`src/hdl/glos_pkg.sv`:
```
package glos_pkg;

    // map size and fixed-point format
    localparam int MAP_DIM    = 16;
    localparam int FRAC_BITS  = 8;

    // fixed field widths of the ports
    localparam int COORD_W    = 12;
    localparam int TILE_IN_W  = 4;
    localparam int OUT_TILE_W = 4;

    // derived widths
    localparam int TIW        = COORD_W - FRAC_BITS;
    localparam int MAP_W      = (MAP_DIM > 1) ? $clog2(MAP_DIM) : 1;
    localparam int ADDR_W     = 2 * MAP_W;
    localparam int WALK_W     = ((TIW > MAP_W + 1) ? TIW : MAP_W + 1) + 1;
    localparam int STEP_LIMIT = 2 * MAP_DIM;
    localparam int CNT_W      = $clog2(STEP_LIMIT + 1);
    localparam int DIST_W     = FRAC_BITS + $clog2(STEP_LIMIT + 2);
    localparam int PROD_W     = DIST_W + COORD_W;

    // item kinds
    localparam logic KIND_WRITE = 1'b0;
    localparam logic KIND_QUERY = 1'b1;

    // map port request from the control side
    typedef struct packed {
        logic              wr_en;
        logic [ADDR_W-1:0] wr_addr;
        logic              wr_wall;
        logic              rd_en;
        logic [ADDR_W-1:0] rd_addr;
    } map_req_t;

    // query points handed to the walker
    typedef struct packed {
        logic [COORD_W-1:0] start_x;
        logic [COORD_W-1:0] start_y;
        logic [COORD_W-1:0] end_x;
        logic [COORD_W-1:0] end_y;
    } query_t;

    // walk answer
    typedef struct packed {
        logic                  visible;
        logic [OUT_TILE_W-1:0] stop_x;
        logic [OUT_TILE_W-1:0] stop_y;
    } walk_res_t;

endpackage

```
`src/hdl/glos_map.sv`:
```
module glos_map
(
    input  logic                clk,
    input  logic                rst_n,
    input  glos_pkg::map_req_t  req,
    output logic                rd_wall,
    output logic                clearing
);

    logic                        mem [2**glos_pkg::ADDR_W];
    logic                        rd_data_reg;
    logic [glos_pkg::ADDR_W-1:0] clr_cnt_reg;
    logic [glos_pkg::ADDR_W-1:0] clr_cnt_next;
    logic                        clr_busy_reg;
    logic                        clr_busy_next;
    logic                        we;
    logic [glos_pkg::ADDR_W-1:0] waddr;
    logic                        wdata;

    // clearing sweep after reset, one tile a cycle
    always_comb
    begin
        clr_cnt_next  = clr_cnt_reg;
        clr_busy_next = clr_busy_reg;
        if (clr_busy_reg)
        begin
            clr_cnt_next = clr_cnt_reg + glos_pkg::ADDR_W'(1);
            if (clr_cnt_reg == {glos_pkg::ADDR_W{1'b1}})
            begin
                clr_busy_next = 1'b0;
            end
        end
    end

    always_ff @(posedge clk or negedge rst_n)
    begin
        if (!rst_n)
        begin
            clr_cnt_reg  <= '0;
            clr_busy_reg <= 1'b1;
        end
        else
        begin
            clr_cnt_reg  <= clr_cnt_next;
            clr_busy_reg <= clr_busy_next;
        end
    end

    // write port shared by the sweep and tile writes
    always_comb
    begin
        if (clr_busy_reg)
        begin
            we    = 1'b1;
            waddr = clr_cnt_reg;
            wdata = 1'b0;
        end
        else
        begin
            we    = req.wr_en;
            waddr = req.wr_addr;
            wdata = req.wr_wall;
        end
    end

    // wall map memory, registered read
    always_ff @(posedge clk)
    begin
        if (we)
        begin
            mem[waddr] <= wdata;
        end
        if (req.rd_en)
        begin
            rd_data_reg <= mem[req.rd_addr];
        end
    end

    assign rd_wall  = rd_data_reg;
    assign clearing = clr_busy_reg;

    a_no_write_in_clear: assert property (@(posedge clk) disable iff (!rst_n)
        clr_busy_reg |-> !req.wr_en)
        else $error("tile write during clearing sweep");

    a_no_read_in_clear: assert property (@(posedge clk) disable iff (!rst_n)
        clr_busy_reg |-> !req.rd_en)
        else $error("map read during clearing sweep");

    a_sweep_ends_once: assert property (@(posedge clk) disable iff (!rst_n)
        !clr_busy_reg |=> !clr_busy_reg)
        else $error("clearing sweep restarted without reset");

endmodule

```
`src/hdl/glos_walk.sv`:
```
module glos_walk
(
    input  logic                         clk,
    input  logic                         rst_n,
    input  logic                         start,
    input  glos_pkg::query_t             query,
    input  logic                         rd_wall,
    output logic                         rd_en,
    output logic [glos_pkg::ADDR_W-1:0]  rd_addr,
    output logic                         busy,
    output logic                         res_valid,
    output glos_pkg::walk_res_t          res,
    input  logic                         res_take
);

    typedef enum logic [2:0]
    {
        WK_IDLE  = 3'b001,
        WK_SETUP = 3'b010,
        WK_STEP  = 3'b100
    } walk_state_t;

    walk_state_t state_reg, state_next;

    logic [glos_pkg::CNT_W-1:0]          cnt_reg, cnt_next;
    logic                                first_reg, first_next;

    logic signed [glos_pkg::WALK_W-1:0]  walk_x_reg, walk_x_next;
    logic signed [glos_pkg::WALK_W-1:0]  walk_y_reg, walk_y_next;
    logic [glos_pkg::TIW-1:0]            end_x_reg, end_x_next;
    logic [glos_pkg::TIW-1:0]            end_y_reg, end_y_next;
    logic [glos_pkg::COORD_W-1:0]        adx_reg, adx_next;
    logic [glos_pkg::COORD_W-1:0]        ady_reg, ady_next;
    logic                                neg_x_reg, neg_x_next;
    logic                                neg_y_reg, neg_y_next;
    logic [glos_pkg::FRAC_BITS:0]        dfx_reg, dfx_next;
    logic [glos_pkg::FRAC_BITS:0]        dfy_reg, dfy_next;
    logic [glos_pkg::PROD_W-1:0]         px_reg, px_next;
    logic [glos_pkg::PROD_W-1:0]         py_reg, py_next;

    logic [glos_pkg::FRAC_BITS:0]        one_fx;
    logic [glos_pkg::FRAC_BITS+glos_pkg::COORD_W:0] prod_x;
    logic [glos_pkg::FRAC_BITS+glos_pkg::COORD_W:0] prod_y;
    logic [glos_pkg::PROD_W-1:0]         inc_x;
    logic [glos_pkg::PROD_W-1:0]         inc_y;
    logic                                outside;
    logic                                at_end;
    logic                                hit;
    logic                                limit;
    logic                                finish;
    logic                                step_x;

    function automatic logic in_map(input logic signed [glos_pkg::WALK_W-1:0] w);
        in_map = !w[glos_pkg::WALK_W-1] &&
                 (w[glos_pkg::WALK_W-2:0] < (glos_pkg::WALK_W-1)'(glos_pkg::MAP_DIM));
    endfunction

    assign one_fx = {1'b1, {glos_pkg::FRAC_BITS{1'b0}}};

    // initial border distances scaled by the opposite delta
    assign prod_x = dfx_reg * ady_reg;
    assign prod_y = dfy_reg * adx_reg;

    // per-step growth of the scaled distances
    assign inc_x = glos_pkg::PROD_W'({ady_reg, {glos_pkg::FRAC_BITS{1'b0}}});
    assign inc_y = glos_pkg::PROD_W'({adx_reg, {glos_pkg::FRAC_BITS{1'b0}}});

    // tile checks for the tile just entered
    assign outside = !in_map(walk_x_reg) || !in_map(walk_y_reg);
    assign at_end  = (walk_x_reg == glos_pkg::WALK_W'(end_x_reg)) &&
                     (walk_y_reg == glos_pkg::WALK_W'(end_y_reg));
    assign hit     = !first_reg && rd_wall;
    assign limit   = (cnt_reg == glos_pkg::CNT_W'(glos_pkg::STEP_LIMIT));
    assign finish  = outside || at_end || hit || limit;
    assign step_x  = (px_reg < py_reg);

    // walker sequencer
    always_comb
    begin
        state_next  = state_reg;
        cnt_next    = cnt_reg;
        first_next  = first_reg;
        walk_x_next = walk_x_reg;
        walk_y_next = walk_y_reg;
        end_x_next  = end_x_reg;
        end_y_next  = end_y_reg;
        adx_next    = adx_reg;
        ady_next    = ady_reg;
        neg_x_next  = neg_x_reg;
        neg_y_next  = neg_y_reg;
        dfx_next    = dfx_reg;
        dfy_next    = dfy_reg;
        px_next     = px_reg;
        py_next     = py_reg;
        rd_en       = 1'b0;
        unique case (state_reg)
            WK_IDLE:
            begin
                if (start)
                begin
                    walk_x_next = glos_pkg::WALK_W'(
                        query.start_x[glos_pkg::COORD_W-1:glos_pkg::FRAC_BITS]);
                    walk_y_next = glos_pkg::WALK_W'(
                        query.start_y[glos_pkg::COORD_W-1:glos_pkg::FRAC_BITS]);
                    end_x_next  = query.end_x[glos_pkg::COORD_W-1:glos_pkg::FRAC_BITS];
                    end_y_next  = query.end_y[glos_pkg::COORD_W-1:glos_pkg::FRAC_BITS];
                    if (query.end_x < query.start_x)
                    begin
                        adx_next   = query.start_x - query.end_x;
                        neg_x_next = 1'b1;
                        dfx_next   = {1'b0, query.start_x[glos_pkg::FRAC_BITS-1:0]};
                    end
                    else
                    begin
                        adx_next   = query.end_x - query.start_x;
                        neg_x_next = 1'b0;
                        dfx_next   = one_fx - {1'b0, query.start_x[glos_pkg::FRAC_BITS-1:0]};
                    end
                    if (query.end_y < query.start_y)
                    begin
                        ady_next   = query.start_y - query.end_y;
                        neg_y_next = 1'b1;
                        dfy_next   = {1'b0, query.start_y[glos_pkg::FRAC_BITS-1:0]};
                    end
                    else
                    begin
                        ady_next   = query.end_y - query.start_y;
                        neg_y_next = 1'b0;
                        dfy_next   = one_fx - {1'b0, query.start_y[glos_pkg::FRAC_BITS-1:0]};
                    end
                    cnt_next   = '0;
                    first_next = 1'b1;
                    state_next = WK_SETUP;
                end
            end
            WK_SETUP:
            begin
                px_next    = glos_pkg::PROD_W'(prod_x);
                py_next    = glos_pkg::PROD_W'(prod_y);
                state_next = WK_STEP;
            end
            WK_STEP:
            begin
                if (finish)
                begin
                    if (res_take)
                    begin
                        state_next = WK_IDLE;
                    end
                end
                else
                begin
                    // advance one tile on the axis with the nearer border
                    if (step_x)
                    begin
                        walk_x_next = neg_x_reg ? walk_x_reg - glos_pkg::WALK_W'(1)
                                                : walk_x_reg + glos_pkg::WALK_W'(1);
                        px_next     = px_reg + inc_x;
                    end
                    else
                    begin
                        walk_y_next = neg_y_reg ? walk_y_reg - glos_pkg::WALK_W'(1)
                                                : walk_y_reg + glos_pkg::WALK_W'(1);
                        py_next     = py_reg + inc_y;
                    end
                    rd_en      = 1'b1;
                    cnt_next   = cnt_reg + glos_pkg::CNT_W'(1);
                    first_next = 1'b0;
                end
            end
            default:
            begin
                state_next = WK_IDLE;
            end
        endcase
    end

    // control state
    always_ff @(posedge clk or negedge rst_n)
    begin
        if (!rst_n)
        begin
            state_reg <= WK_IDLE;
            cnt_reg   <= '0;
            first_reg <= 1'b1;
        end
        else
        begin
            state_reg <= state_next;
            cnt_reg   <= cnt_next;
            first_reg <= first_next;
        end
    end

    // walk payload
    always_ff @(posedge clk)
    begin
        walk_x_reg <= walk_x_next;
        walk_y_reg <= walk_y_next;
        end_x_reg  <= end_x_next;
        end_y_reg  <= end_y_next;
        adx_reg    <= adx_next;
        ady_reg    <= ady_next;
        neg_x_reg  <= neg_x_next;
        neg_y_reg  <= neg_y_next;
        dfx_reg    <= dfx_next;
        dfy_reg    <= dfy_next;
        px_reg     <= px_next;
        py_reg     <= py_next;
    end

    // map read for the tile being entered
    assign rd_addr = {walk_y_next[glos_pkg::MAP_W-1:0], walk_x_next[glos_pkg::MAP_W-1:0]};

    assign busy        = (state_reg != WK_IDLE);
    assign res_valid   = (state_reg == WK_STEP) && finish;
    assign res.visible = !outside && at_end;
    assign res.stop_x  = glos_pkg::OUT_TILE_W'(walk_x_reg);
    assign res.stop_y  = glos_pkg::OUT_TILE_W'(walk_y_reg);

    a_start_idle: assert property (@(posedge clk) disable iff (!rst_n)
        start |-> (state_reg == WK_IDLE))
        else $error("query started while walker busy");

    a_cnt_bound: assert property (@(posedge clk) disable iff (!rst_n)
        (state_reg == WK_STEP) |-> (cnt_reg <= glos_pkg::CNT_W'(glos_pkg::STEP_LIMIT)))
        else $error("step count beyond limit");

    a_one_axis: assert property (@(posedge clk) disable iff (!rst_n)
        (state_reg == WK_STEP && !finish) |=>
        ((walk_x_reg != $past(walk_x_reg)) != (walk_y_reg != $past(walk_y_reg))))
        else $error("step did not move exactly one axis");

    a_held_answer: assert property (@(posedge clk) disable iff (!rst_n)
        (res_valid && !res_take) |=> (res_valid && $stable(res)))
        else $error("held answer changed");

endmodule

```
`src/hdl/grid_line_of_sight.sv`:
```
// grid_line_of_sight: line-of-sight test over a square map of wall tiles
// input channel (in_valid / in_stall): kind 0 writes one wall bit at
//   tile_x, tile_y; kind 1 asks whether end_x, end_y is seen from
//   start_x, start_y (tile units, 8 fraction bits)
// output channel (out_valid / out_stall): one beat per query, none per
//   write: visible, and the tile where the walk stopped
// a write goes into the wall map as its beat is taken; a query's answer
//   reaches the output register after a setup state and a walk over n
//   tiles (at most 2*MAP_DIM, so 32); the next input beat is taken after that
// the walk enters one tile a cycle, bounded by the single wall map read port
// after reset the wall map is swept clear, all 256 tiles of the map
//   memory, and in_stall is high meanwhile
// while a result waits under out_stall, writes are still taken; a further
//   query is walked but holds its answer until the output register frees
module grid_line_of_sight
(
    input  logic                             clk,
    input  logic                             rst_n,
    input  logic                             in_valid,
    output logic                             in_stall,
    input  logic                             kind,
    input  logic [glos_pkg::TILE_IN_W-1:0]   tile_x,
    input  logic [glos_pkg::TILE_IN_W-1:0]   tile_y,
    input  logic                             tile_wall,
    input  logic [glos_pkg::COORD_W-1:0]     start_x,
    input  logic [glos_pkg::COORD_W-1:0]     start_y,
    input  logic [glos_pkg::COORD_W-1:0]     end_x,
    input  logic [glos_pkg::COORD_W-1:0]     end_y,
    output logic                             out_valid,
    input  logic                             out_stall,
    output logic                             visible,
    output logic [glos_pkg::OUT_TILE_W-1:0]  stop_x,
    output logic [glos_pkg::OUT_TILE_W-1:0]  stop_y
);

    glos_pkg::map_req_t   map_req;
    glos_pkg::query_t     query;
    glos_pkg::walk_res_t  res;
    glos_pkg::walk_res_t  out_reg, out_next;
    logic                 out_valid_reg, out_valid_next;
    logic                 rd_wall;
    logic                 clearing;
    logic                 walk_busy;
    logic                 rd_en;
    logic [glos_pkg::ADDR_W-1:0] rd_addr;
    logic                 res_valid;
    logic                 res_take;
    logic                 in_accept;
    logic                 tile_in_map;

    // input beat handling
    assign in_stall    = clearing || walk_busy;
    assign in_accept   = in_valid && !in_stall;
    assign tile_in_map = (32'(tile_x) < 32'(glos_pkg::MAP_DIM)) &&
                         (32'(tile_y) < 32'(glos_pkg::MAP_DIM));

    assign query.start_x = start_x;
    assign query.start_y = start_y;
    assign query.end_x   = end_x;
    assign query.end_y   = end_y;

    // map port request
    assign map_req.wr_en   = in_accept && (kind == glos_pkg::KIND_WRITE) && tile_in_map;
    assign map_req.wr_addr = {glos_pkg::MAP_W'(tile_y), glos_pkg::MAP_W'(tile_x)};
    assign map_req.wr_wall = tile_wall;
    assign map_req.rd_en   = rd_en;
    assign map_req.rd_addr = rd_addr;

    glos_map u_map
    (
        .clk      (clk),
        .rst_n    (rst_n),
        .req      (map_req),
        .rd_wall  (rd_wall),
        .clearing (clearing)
    );

    glos_walk u_walk
    (
        .clk       (clk),
        .rst_n     (rst_n),
        .start     (in_accept && (kind == glos_pkg::KIND_QUERY)),
        .query     (query),
        .rd_wall   (rd_wall),
        .rd_en     (rd_en),
        .rd_addr   (rd_addr),
        .busy      (walk_busy),
        .res_valid (res_valid),
        .res       (res),
        .res_take  (res_take)
    );

    // output register
    assign res_take = !out_valid_reg || !out_stall;

    always_comb
    begin
        out_next       = out_reg;
        out_valid_next = out_valid_reg;
        if (res_valid && res_take)
        begin
            out_next       = res;
            out_valid_next = 1'b1;
        end
        else if (!out_stall)
        begin
            out_valid_next = 1'b0;
        end
    end

    always_ff @(posedge clk or negedge rst_n)
    begin
        if (!rst_n)
        begin
            out_valid_reg <= 1'b0;
        end
        else
        begin
            out_valid_reg <= out_valid_next;
        end
    end

    always_ff @(posedge clk)
    begin
        out_reg <= out_next;
    end

    assign out_valid = out_valid_reg;
    assign visible   = out_reg.visible;
    assign stop_x    = out_reg.stop_x;
    assign stop_y    = out_reg.stop_y;

endmodule
```
`config.mk`:
```
export PLATFORM = sky130hd
export DESIGN_NAME = grid_line_of_sight
export DESIGN_NICKNAME = d
export VERILOG_FILES = /design/src/hdl/glos_pkg.sv /design/src/hdl/glos_map.sv /design/src/hdl/glos_walk.sv /design/src/hdl/grid_line_of_sight.sv
export SDC_FILE = /design/constraint.sdc
export NUM_CORES = 1
export LEC_CHECK = 0
export BUFFER_PORTS_ARGS = -buffer_cell sky130_fd_sc_hd__buf_2
export CAP_MARGIN = 20
export CORE_MARGIN = 10
export CORE_UTILIZATION = 61
export CTS_CLUSTER_SIZE = 16
export DETAILED_ROUTE_END_ITERATION = 8
export HOLD_SLACK_MARGIN = 0.08
export PLACE_DENSITY = 0.89
export SYNTH_ARGS = -nofsm -noshare
export SYNTH_HDL_FRONTEND = slang
export SYNTH_SLANG_ARGS = --single-unit
```
`constraint.sdc`:
```
create_clock -name clk -period 23.5 [get_ports clk]
set_clock_uncertainty 0.2 [all_clocks]
set_input_delay 3.525 -clock clk [delete_from_list [all_inputs] [get_ports clk]]
set_output_delay 3.525 -clock clk [all_outputs]
set_load 0.03 [all_outputs]
```
# Word level (Yosys, flattened, before mapping)
# Memory sizes are Yosys's and may differ from the RTL's. A register that Yosys moved wholly into a read port is not among the register bits.
# Cells that the tools add are included.
# W data, S select, Z words.
word_totals:
  n_memories: 1
  reg_bits: 145
  mem_bits_rw: 256
  out_inout_bits: 11
  elab_cells: 140
  input_bits: 62
mem_list:
  columns: ["memory", "words", "word_bits", "rd", "rd_ports_with_merged_regs", "write_ports", "line", "text"]
  rows:
  - ["u_map.mem", 256, 1, 1, 1, 1, "glos_map.sv:10", "logic mem [2**glos_pkg::ADDR_W];"]
classes:
  n_mux: 43
  n_eq_ne: 15
  add_sub_neg: 14
  n_reduce_logical: 34
  magnitude_cmp: 5
  n_mul: 2
  bitwise_logic: 1
ops:
  columns: ["op", "count"]
  rows:
  - ["$mux W26", 4]
  - ["$pmux W26 S2", 2]
  - ["$mux W6", 10]
  - ["$add A26 B20 Y26", 2]
  - ["$sub A12 B12 Y12", 4]
  - ["$mul A9 B12 Y21", 2]
  - ["$pmux W6 S2", 3]
  - ["$lt A26 B26 Y1", 1]
  - ["$lt A12 B12 Y1", 2]
  - ["$mux W12", 2]
  - ["$mux W8", 3]
  - ["$sub A9 B8 Y9 const A", 2]
  - ["$mux W1", 14]
  - ["$add A6 B2 Y6 const B", 2]
  - ["$eq A6 B4 Y1", 2]
  - ["$reduce_and A3 Y1", 4]
  - ["$sub A6 B2 Y6 const B", 2]
  - ["$logic_and A1 B1 Y1", 10]
  - ["$lt A5 B5 Y1 const B", 2]
  - ["$logic_not A1 Y1", 9]
  - ["$mux W3", 3]
  - ["$pmux W3 S3", 1]
  - ["$add A8 B1 Y8 const B", 1]
  - ["$eq A8 B8 Y1 const B", 1]
  - ["other kinds (14)", 26]

# Longest topological paths before layout
logic_depth:
  word_depth: 10
  mapped_depth: 25
  depth_no_buf: 24

# Modules after synthesis
# Synthesis repeated with hierarchy kept, for this count alone.
hier_totals:
  hier_cells: 2647
  area_unflattened_um2: 28249.6
by_module_without_submodules:
  columns: ["module", "cells_per_inst", "area_each_um2", "instances"]
  rows:
  - ["glos_walk", 1755, 16104.2, 1]
  - ["glos_map", 876, 11797.6, 1]
  - ["grid_line_of_sight", 16, 347.8, 1]

# Least setup slack after synthesis
# Ideal clock, no wire load.
synth_timing:
  path_type: "input port to flip-flop"
  start: "in tile_wall"
  end: "mem u_map.mem[0], data pin"
  arrival_time_ns: 9.670
  path_stages: 1
  setup_time_ns: 1.446
  slack_ns: 12.184
  required_ns: 21.854
  path_buffers: 0
  cell_sequence: "nor2b_1"
synth_via:
  elab_chain_len: 1
synth_rtl:
  columns: ["element", "line", "text"]
  rows:
  - ["from (decl)", "grid_line_of_sight.sv:24", "input logic tile_wall,"]
  - ["$mux W1", "glos_map.sv:52", "if (clr_busy_reg)"]
  - ["to (decl)", "glos_map.sv:10", null]
# No other way between the ends.

# Worst setup path in the final report
layout_timing:
  start: "in kind"
  end: "reg u_map.rd_data_reg, in the netlist u_map.rd_wall (read register of u_map.mem), data pin"
layout_via:
  elab_chain_len: 3
  elab_cells_between_ends: 5
  cone_classes: "mux (4); reduce/logical (1)"
layout_rtl:
  columns: ["element", "line", "text"]
  rows:
  - ["from (decl)", "grid_line_of_sight.sv:21", "input logic kind,"]
  - ["$logic_and A1 B1 Y1 (*)", "grid_line_of_sight.sv:82", ".start (in_accept && (kind == glos_pkg::KIND_QUERY)),"]
  - ["$mux W6", "glos_walk.sv:99", "if (start)"]
  - ["$pmux W6 S2", "glos_walk.sv:96", "unique case (state_reg)"]
  - ["to (decl)", "glos_map.sv:11", "logic rd_data_reg;"]
# Every way passes the cells marked *; elsewhere a longest branch is shown, timed or not. The select of a mux whose other input is x is not followed.
# A chain may end at the register's enable or synchronous reset.

==> metrics.yaml <==
grt_pass1_vias: 21946
antenna_found_initial: 2
rsz0062_at_grt: "no"
grt_usage: 0.268
status: "complete, no violations"
synth_top_family_by_area: "adder cells"
antenna_left: 0
layout_common_cells: "edfxtp_1, nor2_1, inv_1, nand2_1, ha_1"
leakage_nw: 12.9
path_max_fanout: 68
dpl.cell_count: 3329
cts_buffer_depth: 3
dieArea_um2: 55000
muxShareOfSynthArea: 0.0458
seq_area_frac_synth: 0.424
htreeDepth: 2
setup_viol: 0
hp-class: "register to register"
grt_pass1_wl_um: 116000
crit_chain: "buf_2 > nand3_1 > o211ai_1 > and2_4 > buf_4 > mux2i_1 > nor3_1 > nor4_1 > o311ai_1 > a32o_1 > a211o_1"
fin_util: 0.668
ctsResizeCount: 0
syn_avg_cell_area_um2: 10.2
die_y_um: 234
drv_cap: 0
fin_area_um2: 30300
cp-end-kind: "register"
first_pass_iters: 6
nets: 3178
synth-edff-count: 374
cts_root_buf: "clkbuf_16"
crit_slowest_cell: "buf_4"
peakVddDrop_v: 0.0000820
drc_errors: 0
synth_seq_cells: 402
worst_skew_pair.late_latency_ps: 590
clk_pin_slew_worst_paths_ps: 60
yosysWarningCount: 0
post-cts-setup-buffers: 0
hold_viol: 0
fin_crit_ps: 7820
setup_tns_ps: 0
synth-simple-area-share: 0.156
place_area_um2: 28800
postCtsHoldBufs: 0
vias: 20932
final_layout_size_suffix_gt1_frac: 0.0687
final.setup.worst_slack_ps: 15680
cp-start-kind: "primary input"
synth-xor-area-share: 0.0300
ys_types: 85
mostFrequentLayoutCell: "edfxtp_1"
crit_arrival_ps: 7970
finalCritPeriodShare: 0.333
dpl_worst_slack_ps: 15170
numPortBuffers: 72
postSynthCellCount: 2758
core_um2: 45400
cts_tree: "built"
hold_slack_ps: 285
crit_path_max_incr_delay_ps: 900
routed_wl_um: 72500
timing.fmax_mhz: 128
synth_fa_ha_area_frac: 0.192
hpwl_um: 50900
syn_area_um2: 28100
pwr_density_cell_nw_per_um2: 86.6
fin_cells: 3413
place.gp.congestion: 0.947
grt_max_degree: 133
required_ps: 23650
area_growth_pct: 8.06
rows: 78
path_class: "primary input to register"
fp.dieW_um: 234
routedWlPerCell_um: 21.2
numCtsBuffers: 43
power_mw: 2.63
slew_headroom: 0.235
vias_per_cell: 6.13
synth_ff_type: "edfxtp_1"
grt_overflow_total: 0
syn-num-nets: 3160
tightest_slew_ps: 1150
largest_reg_flops: 256
fillers: 3202
async_reset_ff_frac: 0.0498
drt_iter0_markers: 1942
synth_compound_gate_area_share: 0.0863
path_buf_inv: 2
critPathTopFamily: "simple AND/OR/NAND/NOR gates"
io_pins: 73
cts_sinks: 402
slew_viol_final: 0
start_util: 0.618
## per-layer routing
| layer | track usage | vias to the layer above | share of wire |
|---|---|---|---|
| met4 | 0.164 | 0 | 0.065 |
| met5 | 0 | - | 0 |
| met3 | 0.0455 | 278 | 0.072 |
| met2 | 0.468 | 1027 | 0.51 |
| met1 | 0.302 | 10278 | 0.36 |
| li1 | - | 9349 | - |
## where the power goes
part           internal [mW]  switching [mW]  total (mW)
Combinational          0.421           0.601        1.02
Clock                  0.423           0.298       0.721
Sequential             0.848          0.0341       0.882
## final cells by class
type                    instances  area [µm²]  area share
clock inverters                23         324      0.0107
diodes                          2        5.00    0.000165
inverters                     354        1330      0.0438
clock buffers                  57        1170      0.0385
multi-input cells            1890       14300       0.473
well taps                     600         751      0.0248
repair buffers                 85         498      0.0164
flip-flops and latches        402       11900       0.392
## cells by family after synthesis
family,Yosys count
DFF,402
xor gates and xnor gates,96
buffers and inverters,466
and+or+nand+nor,968
muxes,127
AOI/OAI and AO/OA,359
adders and majority gates,340
## worst reg2reg max path: stages, from the launching register on
cell	delay, ps
edfxtp_1	720
nand2_1	170
fa_1	570
inv_1	50
ha_1	290
ha_1	280
inv_1	50
fa_1	490
inv_1	90
ha_1	170
inv_1	60
fa_1	380
nor2b_1	170
o21ai_0	120
a21boi_0	310
o21ai_0	150
a21boi_0	290
o21ai_0	150
a21boi_0	270
o21ai_0	160
a21oi_1	270
o2111a_1	290
nor3_1	80
nor3_1	180
o21ai_0	110
## Yosys cell counts, drive strengths merged (11+ instances only)
cell,count,area share
a21oi,82,0.015
o32ai,12,0.0037
o21ai,86,0.015
ha,190,0.085
dfrtp,17,0.015
inv,353,0.047
a21o,25,0.0067
nor2,366,0.049
fa,150,0.11
nand3,50,0.0089
a211oi,15,0.0042
a21boi,21,0.0056
and2,131,0.029
buf,32,0.0077
clkbuf,80,0.011
xnor2,74,0.023
a31oi,18,0.0045
o22ai,13,0.0029
or3,20,0.0045
nand4,23,0.0054
nor3,26,0.0048
nor2b,19,0.0042
edfxtp,374,0.40
o31ai,11,0.0034
mux2i,116,0.041
mux2,11,0.0044
nand2,294,0.040
xor2,22,0.0069
## path summary, 6_finish.rpt
kind / from / endpoint / cells after the start / slack, ps
min in group asynchronous: rst_n / u_map.clr_cnt_reg[5] / 1 / 2690
setup reg to reg: u_walk.dfx_reg[2] / u_walk.px_reg[20] / 24 / 17200
hold reg to reg: u_walk.first_reg / u_walk.first_reg / 2 / 280
hold / removal: u_walk.first_reg / u_walk.first_reg / 2 / 280
setup / recovery: kind / u_map.rd_wall / 11 / 15680
max in group asynchronous: rst_n / u_walk.state_reg[0] / 1 / 20060
Power figures use the tool's default switching activity.
